==> config.mk <==
export PLATFORM = sky130hd
export DESIGN_NAME = stable_sorted_priority_queue
export DESIGN_NICKNAME = d
export VERILOG_FILES = /design/src/hw/rtl/sspq_pkg.sv /design/src/hw/rtl/sspq_cell.sv /design/src/hw/rtl/stable_sorted_priority_queue.sv
export VERILOG_INCLUDE_DIRS = /design/src /design/src/hw/rtl
export SDC_FILE = /design/constraint.sdc
export NUM_CORES = 2
export LEC_CHECK = 0
export BUFFER_PORTS_ARGS = -buffer_cell sky130_fd_sc_hd__buf_2
export CORE_MARGIN = 8
export CORE_UTILIZATION = 37
export CTS_CLUSTER_SIZE = 28
export DETAILED_ROUTE_END_ITERATION = 8
export PLACE_DENSITY_LB_ADDON = 0.1
export SLEW_MARGIN = 20
export SYNTH_ARGS = -nofsm -noshare
export SYNTH_HDL_FRONTEND = slang
export SYNTH_SLANG_ARGS = --single-unit
==> constraint.sdc <==
create_clock -name i_clk -period 12.45 [get_ports i_clk]
set_clock_uncertainty 0.05 [all_clocks]
set_input_delay 1.8675 -clock i_clk [delete_from_list [all_inputs] [get_ports i_clk]]
set_output_delay 1.8675 -clock i_clk [all_outputs]
set_load 0.01 [all_outputs]
==> src/hw/rtl/stable_sorted_priority_queue_macros.svh <==
// Assertion macros for the stable sorted priority queue.
// Depends on nothing; included by modules that carry assertions.
`ifndef STABLE_SORTED_PRIORITY_QUEUE_MACROS_SVH
`define STABLE_SORTED_PRIORITY_QUEUE_MACROS_SVH

// Same-cycle implication, disabled during reset.
`define SSPQ_ASSERT_NOW(lbl, clk, rst_n, ante, cons, msg) \
    lbl: assert property (@(posedge clk) disable iff (!(rst_n)) (ante) |-> (cons)) \
        else $error(msg);

// Next-cycle implication, disabled during reset.
`define SSPQ_ASSERT_NEXT(lbl, clk, rst_n, ante, cons, msg) \
    lbl: assert property (@(posedge clk) disable iff (!(rst_n)) (ante) |=> (cons)) \
        else $error(msg);

`endif

==> src/hw/rtl/sspq_pkg.sv <==
// Shared types and constants for the stable sorted priority queue.
// No dependencies; used by sspq_cell and stable_sorted_priority_queue.
package sspq_pkg;

    typedef enum logic [1:0] {
        OP_ENQUEUE = 2'd0,
        OP_DEQUEUE = 2'd1,
        OP_PEEK    = 2'd2,
        OP_CLEAR   = 2'd3
    } t_op;

    typedef enum logic [1:0] {
        ST_OK    = 2'd0,
        ST_EMPTY = 2'd1,
        ST_FULL  = 2'd2
    } t_status;

    // Command broadcast to every cell of the row.
    typedef enum logic [1:0] {
        CMD_HOLD   = 2'd0,
        CMD_INSERT = 2'd1,
        CMD_SHIFT  = 2'd2,
        CMD_FLUSH  = 2'd3
    } t_cmd;

    localparam logic signed [31:0] DATA_EMPTY = -32'sd1;
    localparam logic signed [31:0] DATA_NONE  = 32'sd0;

    typedef struct packed {
        t_op                kind;
        logic signed [31:0] value;
        logic [7:0]         priority_req;
    } t_req;

    typedef struct packed {
        logic signed [31:0] data;
        logic [1:0]         status;
        logic [4:0]         occupancy;
        logic               is_empty;
    } t_rsp;

    // Contents of one cell as seen by its neighbors.
    typedef struct packed {
        logic signed [31:0] value;
        logic [7:0]         prio;
        logic               used;
    } t_slot;

endpackage

==> src/hw/rtl/sspq_cell.sv <==
// One compare-and-shift cell of the sorted row: holds one entry.
// Depends on sspq_pkg.
module sspq_cell (
    input  logic                 i_clk,
    input  logic                 i_rst_n,
    input  sspq_pkg::t_cmd       i_cmd,
    input  logic signed [31:0]   i_new_value,
    input  logic [7:0]           i_new_prio,
    input  sspq_pkg::t_slot      i_left,
    input  logic                 i_left_keep,
    input  sspq_pkg::t_slot      i_right,
    output sspq_pkg::t_slot      o_slot,
    output logic                 o_keep
);

    logic signed [31:0] r_value, n_value;
    logic [7:0]         r_prio,  n_prio;
    logic               r_used,  n_used;

    // Entry stays ahead of a new request of this priority.
    assign o_keep = r_used && (r_prio <= i_new_prio);

    always_comb begin
        n_value = r_value;
        n_prio  = r_prio;
        n_used  = r_used;
        unique case (i_cmd)
            sspq_pkg::CMD_HOLD: begin
            end
            sspq_pkg::CMD_INSERT: begin
                if (o_keep) begin
                end else if (i_left_keep) begin
                    n_value = i_new_value;
                    n_prio  = i_new_prio;
                    n_used  = 1'b1;
                end else begin
                    n_value = i_left.value;
                    n_prio  = i_left.prio;
                    n_used  = i_left.used;
                end
            end
            sspq_pkg::CMD_SHIFT: begin
                n_value = i_right.value;
                n_prio  = i_right.prio;
                n_used  = i_right.used;
            end
            sspq_pkg::CMD_FLUSH: begin
                n_used = 1'b0;
            end
            default: begin
            end
        endcase
    end

    always_ff @(posedge i_clk) begin
        if (!i_rst_n) begin
            r_used <= 1'b0;
        end else begin
            r_used <= n_used;
        end
    end

    always_ff @(posedge i_clk) begin
        r_value <= n_value;
        r_prio  <= n_prio;
    end

    assign o_slot.value = r_value;
    assign o_slot.prio  = r_prio;
    assign o_slot.used  = r_used;

endmodule

==> src/hw/rtl/stable_sorted_priority_queue.sv <==
// Stable sorted priority queue: one request per clock, response in the next
// cycle from an output register. Entries live in a row of DEPTH compare-and-
// shift cells, front at cell 0; every cell compares its priority with the
// incoming one in parallel, so an enqueue, dequeue, peek or clear updates the
// row at once regardless of fill. A lower number is more urgent, and equal
// priorities leave in arrival order. Request stall rises only while a response
// waits and the response side stalls. No clearing pass after reset.
// Depends on sspq_pkg, sspq_cell and stable_sorted_priority_queue_macros.svh.
module stable_sorted_priority_queue #(
    parameter int DEPTH = 16
) (
    input  logic            i_clk,
    input  logic            i_rst_n,
    input  logic            i_req_valid,
    output logic            o_req_stall,
    input  sspq_pkg::t_req  i_req,
    output logic            o_rsp_valid,
    input  logic            i_rsp_stall,
    output sspq_pkg::t_rsp  o_rsp
);

    `include "stable_sorted_priority_queue_macros.svh"

    localparam int CNT_W = $clog2(DEPTH + 1);

    sspq_pkg::t_slot slot [DEPTH];
    logic [DEPTH-1:0] keep;
    logic [DEPTH-1:0] used_vec;
    sspq_pkg::t_cmd   cmd;

    logic req_fire;
    logic full, empty;

    logic [CNT_W-1:0] r_count, n_count;
    logic             r_rsp_valid, n_rsp_valid;
    sspq_pkg::t_rsp   r_rsp, n_rsp;

    // Accept while no response waits, or while the waiting one leaves now.
    assign o_req_stall = r_rsp_valid && i_rsp_stall;
    assign req_fire    = i_req_valid && !o_req_stall;

    assign full  = slot[DEPTH-1].used;
    assign empty = !slot[0].used;

    // Row of cells: left neighbor feeds inserts, right neighbor feeds pops.
    for (genvar g = 0; g < DEPTH; g++) begin : g_cell
        sspq_pkg::t_slot left_slot, right_slot;
        logic            left_keep;

        if (g == 0) begin : g_head
            assign left_slot = '0;
            assign left_keep = 1'b1;
        end else begin : g_mid
            assign left_slot = slot[g-1];
            assign left_keep = keep[g-1];
        end

        if (g == DEPTH - 1) begin : g_tail
            assign right_slot = '0;
        end else begin : g_body
            assign right_slot = slot[g+1];
        end

        sspq_cell u_cell (
            .i_clk       (i_clk),
            .i_rst_n     (i_rst_n),
            .i_cmd       (cmd),
            .i_new_value (i_req.value),
            .i_new_prio  (i_req.priority_req),
            .i_left      (left_slot),
            .i_left_keep (left_keep),
            .i_right     (right_slot),
            .o_slot      (slot[g]),
            .o_keep      (keep[g])
        );

        assign used_vec[g] = slot[g].used;
    end

    // Decode the request into a row command, the new count and the response.
    always_comb begin
        cmd          = sspq_pkg::CMD_HOLD;
        n_count      = r_count;
        n_rsp        = r_rsp;
        n_rsp_valid  = r_rsp_valid && i_rsp_stall;

        if (req_fire) begin
            n_rsp_valid = 1'b1;
            n_rsp.data   = sspq_pkg::DATA_NONE;
            n_rsp.status = sspq_pkg::ST_OK;
            unique case (i_req.kind)
                sspq_pkg::OP_ENQUEUE: begin
                    if (full) begin
                        n_rsp.status = sspq_pkg::ST_FULL;
                    end else begin
                        cmd     = sspq_pkg::CMD_INSERT;
                        n_count = CNT_W'(r_count + 1'b1);
                    end
                end
                sspq_pkg::OP_DEQUEUE, sspq_pkg::OP_PEEK: begin
                    if (empty) begin
                        n_rsp.data   = sspq_pkg::DATA_EMPTY;
                        n_rsp.status = sspq_pkg::ST_EMPTY;
                    end else begin
                        n_rsp.data = slot[0].value;
                        if (i_req.kind == sspq_pkg::OP_DEQUEUE) begin
                            cmd     = sspq_pkg::CMD_SHIFT;
                            n_count = CNT_W'(r_count - 1'b1);
                        end
                    end
                end
                sspq_pkg::OP_CLEAR: begin
                    cmd     = sspq_pkg::CMD_FLUSH;
                    n_count = '0;
                end
                default: begin
                end
            endcase
            // Occupancy reports the count modulo 32.
            n_rsp.occupancy = 5'(n_count);
            n_rsp.is_empty  = (n_count == '0);
        end
    end

    always_ff @(posedge i_clk) begin
        if (!i_rst_n) begin
            r_count     <= '0;
            r_rsp_valid <= 1'b0;
        end else begin
            r_count     <= n_count;
            r_rsp_valid <= n_rsp_valid;
        end
    end

    // Response payload needs no reset.
    always_ff @(posedge i_clk) begin
        r_rsp <= n_rsp;
    end

    assign o_rsp_valid = r_rsp_valid;
    assign o_rsp       = r_rsp;

    // Occupied cells always form a prefix of the row.
    `SSPQ_ASSERT_NOW(a_used_prefix, i_clk, i_rst_n, 1'b1, ((used_vec + 1'b1) & used_vec) == '0, "occupied cells are not a prefix")
    // Count tracks the number of occupied cells.
    `SSPQ_ASSERT_NOW(a_count_match, i_clk, i_rst_n, 1'b1, $countones(used_vec) == int'(r_count), "entry count disagrees with occupied cells")
    // A refused enqueue leaves the store untouched.
    `SSPQ_ASSERT_NEXT(a_full_hold, i_clk, i_rst_n, req_fire && (i_req.kind == sspq_pkg::OP_ENQUEUE) && full, (r_count == $past(r_count)) && (o_rsp.status == sspq_pkg::ST_FULL), "enqueue on full store changed state")
    // An empty dequeue or peek reports the empty marker.
    `SSPQ_ASSERT_NEXT(a_empty_rsp, i_clk, i_rst_n, req_fire && empty && ((i_req.kind == sspq_pkg::OP_DEQUEUE) || (i_req.kind == sspq_pkg::OP_PEEK)), o_rsp_valid && (o_rsp.data == sspq_pkg::DATA_EMPTY) && (o_rsp.status == sspq_pkg::ST_EMPTY), "empty read did not report empty")

endmodule

## Word level (Yosys, flattened, before mapping)

Index checks and enable logic that the tools add are counted.

| storage, ports and cells | value |
|---|---|
| register bits after elaboration | 702 |
| bits of input ports | 46 |
| output and inout bits | 42 |
| word-level logic and storage cells | 308 |

| cells by class | value |
|---|---|
| add/sub/neg operators | 2 |
| $lt $le $gt $ge | 16 |
| equality and inequality tests | 22 |
| muxes and demuxes | 156 |
| reductions and logical operators | 58 |

Operator list:

| operator | count |
|---|---|
| 32-bit two-way mux | 32 |
| 32-bit case mux with 2 select lines | 16 |
| 8-bit case mux with 2 select lines | 16 |
| 8-bit two-way mux | 31 |
| 8-bit <= comparator | 16 |
| 2-bit AND reduction | 32 |
| 1-bit case mux with 3 select lines | 15 |
| 1-bit two-way mux | 34 |
| 2-bit != test (second input constant) | 16 |
| 5-bit two-way mux | 4 |
| 1-bit logical AND | 18 |
| 5-bit case mux with 3 select lines | 1 |
| 2-bit == test (second input constant) | 4 |
| 2-bit two-way mux | 4 |
| 2-bit case mux with 3 select lines | 1 |
| 5-bit by 1-bit adder with 5-bit output (second input constant) | 1 |
| 5-bit logical NOT | 1 |
| 5-bit by 1-bit subtractor with 5-bit output (second input constant) | 1 |
| 2-bit by 1-bit == test with 1-bit output (second input constant) | 2 |
| 2-bit case mux with 2 select lines | 1 |
| 2-bit nonzero test | 2 |
| 2-bit OR reduction | 2 |
| 3-bit nonzero test | 1 |
| 2-bit logical NOT | 1 |
| 2 further kinds | 2 |

## Longest topological paths before layout

| logic depth | value |
|---|---|
| word-level depth | 9 |
| depth in mapped cells | 12 |
| depth with buffers taken out | 11 |

## Modules after synthesis

Synthesis repeated with hierarchy kept, for this count alone.

| unflattened totals | value |
|---|---|
| cell total of the unflattened synthesis | 3694 |
| area total of the unflattened synthesis | 40393.7 um^2 |

By module, submodules not included:

| module | instances | cells each | area each (um^2) | sequential area each (um^2) |
|---|---|---|---|---|
| sspq_cell at g_cell[1].u_cell ... | 9 | 219 | 2384.8 | 1221.2 |
| sspq_cell at g_cell[0].u_cell ... | 7 | 219 | 2389.8 | 1221.2 |
| stable_sorted_priority_queue | 1 | 190 | 2202.1 | 1321.3 |

## Worst setup path after synthesis

No wires, ideal clock.

| timing path | value |
|---|---|
| path kind | input to register |
| start point | input port i_rsp_stall |
| end point | register g_cell[14].u_cell.r_prio[0] (enable) |
| library setup time | 0.460 ns |
| data arrival time | 6.616 ns |
| data required time | 11.940 ns |
| path slack | 5.324 ns |
| stages on the path | 10 |
| buffers on the path | 3 |
| cell sequence | nand2_1 > nand2_1 > clkinv_1 > o21ai_0 > ha_1 > buf_2 > clkbuf_1 > clkbuf_1 > nor2_1 > a41oi_1 |

| on the way | value |
|---|---|
| cells in the longest elaborated chain, start to end | 7 |
| elaborated cells between the ends (all ways) | 9 |
| those cells by class | eq/ne (3); mux (1); reduce/logical (5) |

RTL lines:

| item | line | text |
|---|---|---|
| start, declared | stable_sorted_priority_queue.sv:18 | `input logic i_rsp_stall,` |
| 1-bit logical AND * | stable_sorted_priority_queue.sv:39 | `assign o_req_stall = r_rsp_valid && i_rsp_stall;` |
| 1-bit logical NOT * | stable_sorted_priority_queue.sv:40 | `assign req_fire = i_req_valid && !o_req_stall;` |
| 1-bit logical AND * | stable_sorted_priority_queue.sv:40 |  |
| 2-bit two-way mux * | stable_sorted_priority_queue.sv:87 | `if (req_fire) begin` |
| 2-bit by 1-bit == test with 1-bit output or 2-bit == test (tied branches) | sspq_cell.sv:27 | `unique case (i_cmd)` |
| 2-bit != test (no line) or 2-bit nonzero test (tied branches) | -- |  |
| 2-bit AND reduction (no line) * | -- |  |
| end signal, assigned | sspq_cell.sv:65 | `r_prio <= n_prio;` |
| end, declared | sspq_cell.sv:17 | `logic [7:0] r_prio, n_prio;` |

Mark *: on every way between the ends. The rest lies on a longest branch, timed or not.
A chain may end at the register's enable or synchronous reset.

## Worst setup path after layout

| timing path | value |
|---|---|
| start point | input port i_req[3] (netlist bit) |
| end point | register g_cell[13].u_cell.r_value[13] (enable) |

| on the way | value |
|---|---|
| cells in the longest elaborated chain, start to end | 4 |

RTL lines:

| item | line | text |
|---|---|---|
| start, declared | stable_sorted_priority_queue.sv:16 | `input sspq_pkg::t_req i_req,` |
| 8-bit <= comparator | sspq_cell.sv:21 | `assign o_keep = r_used && (r_prio <= i_new_prio);` |
| 1-bit logical AND | sspq_cell.sv:21 |  |
| 2-bit != test (no line) | -- |  |
| 2-bit AND reduction (no line) | -- |  |
| end signal, assigned | sspq_cell.sv:64 | `r_value <= n_value;` |
| end, declared | sspq_cell.sv:16 | `logic signed [31:0] r_value, n_value;` |

No other way between the ends.

==> impl_metrics.csv <==
group,metric,value,unit
clocking,cts.reportedPaths.clkPinSlew,0.06,ns
grt,grt_first_pass_wirelength,268,mm
hold_path,worstHoldPathType,"reg -> reg",
placed_design,dp.cells,5397,
critical_path,timing.setup.critical_path_class,"in -> reg",
layout,filler_cell_count,11000,
timing,timing.final.hold_violations,0,
timing,layout_worst_path_cycle_share,46.8,%
clocking,post_cts_buffers,0,
layout,fin_cells,5557,
timing,finalSetupViolCount,0,
layout,post_route_cells_drive_above_1_share,9.79,%
die,start_util,37.2,%
logic_synthesis,synth_top_cell_area_share,49.0,%
die,fp.dieArea,124000,um^2
logic_synthesis,synthDominantAreaCellType,"edfxtp_1",
timing,drv_slew,0,
logic_synthesis,synth.distinct_cells,50,
die,num_rows,123,
grt,number_of_antenna_violations_at_the_first_check_in_global_routing,7,
grt,largest_net_degree_at_the_start_of_global_routing,176,
grt,globalRouteOverflowTotal,0,
timing,grt_setup_unrepaired,"no",
drt,detail_route.wl_per_cell,34.0,um
logic_synthesis,netlist_instances,4239,
layout,postLayoutCoreUtil,41.0,%
drt,detailedRoute.firstPassIterationCount,6,
logic_synthesis,flip_flop_and_latch_count_after_synthesis,702,
clocking,clkLatencyLatePin,0.68,ns
critical_path,cp_data_arrival_time,6.10,ns
clocking,cts_repair_resize_count,0,
power_and_ir_drop,power-per-cell-area,144,nW/um^2
die,die_h,352,um
logic_synthesis,synth.avg_cell_area,9.84,um^2
power_and_ir_drop,max-vdd-ir-drop,0.115,mV
die,ioPinCount,88,
layout,final_nets,4170,
logic_synthesis,synth_edf_count,680,
clocking,cts_hold_buffers,0,
logic_synthesis,synth_fp_nets,4423,
drt,drt-initial-drc-count,4670,
logic_synthesis,synth.area.top_cells,"edfxtp_1, o31ai_1, nand4_1, a31oi_1, nor2_1",
clocking,numClockSinks,702,
logic_synthesis,synth_async_sr_flop_share,0,%
layout,multi_input_comb_area,19100,um^2
timing,timing.setup.tns,0,ns
power_and_ir_drop,power.leakage,0.0146,uW
drt,route.antenna.remaining_nets,0,
logic_synthesis,synth_sequential_area_ratio,50.0,%
placed_design,weighted_congestion_reported_at_the_end_of_routability_driven_placement,0.893,
clocking,cts_tree,"done",
timing,worst_hold_slack,0.494,ns
grt,track_usage,29.4,%
layout,seqCellArea,20900,um^2
placed_design,io_port_bufs,87,
critical_path,worst-endpoint-required,12.72,ns
clocking,cts_htree_levels,3,
layout,relative_area_change_from_synthesis_to_final_layout,10.4,%
logic_synthesis,netlist_area,41700,um^2
drt,num_vias,37900,
clocking,clock_buffer_depth,3,
placed_design,post_detailed_placement_half_perimeter_wirelength,120,mm
drt,total_wire_length_after_detailed_routing,189,mm
timing,fmaxAchievable,0.172,GHz
critical_path,path_max_fanout,42,
power_and_ir_drop,report.power.total,6650,uW
die,dieWidth,352,um
job,cap_violations,0,
clocking,cts-buffers-inserted,87,
timing,worstMarginPinSlew,1.06,ns
logic_synthesis,synth-warning-count,0,
die,fp.coreArea,112000,um^2
clocking,cts_root_buf,"clkbuf_16",
drt,vias_per_cell,6.83,
logic_synthesis,postSynth.topFlopCell,"edfxtp_1",
grt,grt_pass1_vias,36100,
timing,timing.max_slew.rel_slack,29.2,%
critical_path,timing.critical_path.from_type,"input port",
drt,remaining_drc_errors,0,
status,run_status,"completed",
timing,period_needed,5.83,ns
critical_path,end_kind,"register",
==> synthesized netlist by cell type, types with 4 or more instances <==
library cell / count
a41oi_1: 14
or3_1: 5
o21ai_1: 25
a22oi_1: 5
mux2i_1: 41
xnor2_1: 4
buf_6: 5
a311oi_1: 6
a31oi_1: 529
a211o_1: 15
clkbuf_1: 477
nor2b_1: 66
ha_1: 138
o211ai_1: 15
o31ai_1: 520
nor2_1: 565
nor4b_1: 40
nor3b_1: 7
buf_2: 32
o21a_1: 34
o21ai_0: 25
dfxtp_1: 22
buf_1: 31
nand3_1: 11
a211oi_1: 13
nand2_1: 187
inv_1: 45
a221o_1: 42
edfxtp_1: 680
nand4_1: 552
a21oi_1: 59
==> power breakdown <==
part	switching (uW)	internal (uW)	total, uW
sequential	192	2870	3070
combinational	800	291	1090
clock	1100	1390	2490
==> final cells by class <==
type / count / share of cell area (%)
Clock inverter: 43 / 0.766
Tap cell: 1500 / 4.08
Inverter: 48 / 0.408
Multi-Input combinational cell: 2944 / 41.5
Antenna cell: 3 / 0.0163
Clock buffer: 114 / 5.01
Sequential cell: 702 / 45.3
Timing Repair Buffer: 203 / 2.92
==> routing by layer <==
metal / track usage, % / routed length [um] / up-vias
met2: 44.8 / 83800 / 1987
met5: 0 / 13 / -
met4: 16.0 / 12100 / 2
met1: 38.5 / 75200 / 19100
met3: 7.24 / 18000 / 429
li1: - / - / 16500
==> worst max-delay path: stages <==
cell and delay [ns]:
buf_2 0.61, inv_1 0.48, buf_4 0.38, ha_1 0.37, nand4_1 0.10, nor2_1 0.04, a32o_1 0.20, buf_4 0.29
or2_1 0.27, buf_4 0.30, a21oi_4 0.63, buf_4 0.45
==> per-stage QoR <==
step | setup WS, ns | cell area (um^2)
detailed placement | 6.04 | 43400
floorplan | 5.32 | 41700
global placement | 6.05 | 43400
CTS | 6.75 | 46000
finish | 6.62 | 46000
global route | 6.54 | 46000
==> registers in the layout, summed over array words and instances (netlist names) <==
register and flops:
g_cell.u_cell.r_used 16, o_rsp_valid 1, g_cell.u_cell.r_value 512, o_rsp 40, r_count 5, g_cell.u_cell.r_prio 128
==> final timing paths <==
check | slack (ns) | from | end | depth (start not counted)
max reg2reg | 8.44 | g_cell[15].u_cell.r_used | g_cell[8].u_cell.r_prio[6] | 8
min | 0.49 | g_cell[15].u_cell.r_value[0] | g_cell[14].u_cell.r_value[0] | 1
min reg2reg | 0.49 | g_cell[15].u_cell.r_value[0] | g_cell[14].u_cell.r_value[0] | 1
max | 6.62 | i_req[3] | g_cell[13].u_cell.r_value[13] | 12
==> cell usage in the layout (no fill, tap or decap), types with 58 or more instances in the layout <==
cell type	count
nand4_1	552
nor2_1	565
buf_4	113
buf_2	87
edfxtp_1	680
ha_1	136
o31ai_1	520
nand2_1	187
a21oi_1	58
a31oi_1	528
clkbuf_16	87
==> kinds of logic after synthesis <==
kind of cell	after synthesis	share of synthesized area (%)
simple gates	1449	17.5
compound gates	1310	21.7
xor+xnor	6	0.126
flops	702	50.0
fa+ha+maj	138	4.14
mux	41	0.984
buf+inv	593	5.52
No activity file was read; power rests on OpenSTA's default activity.
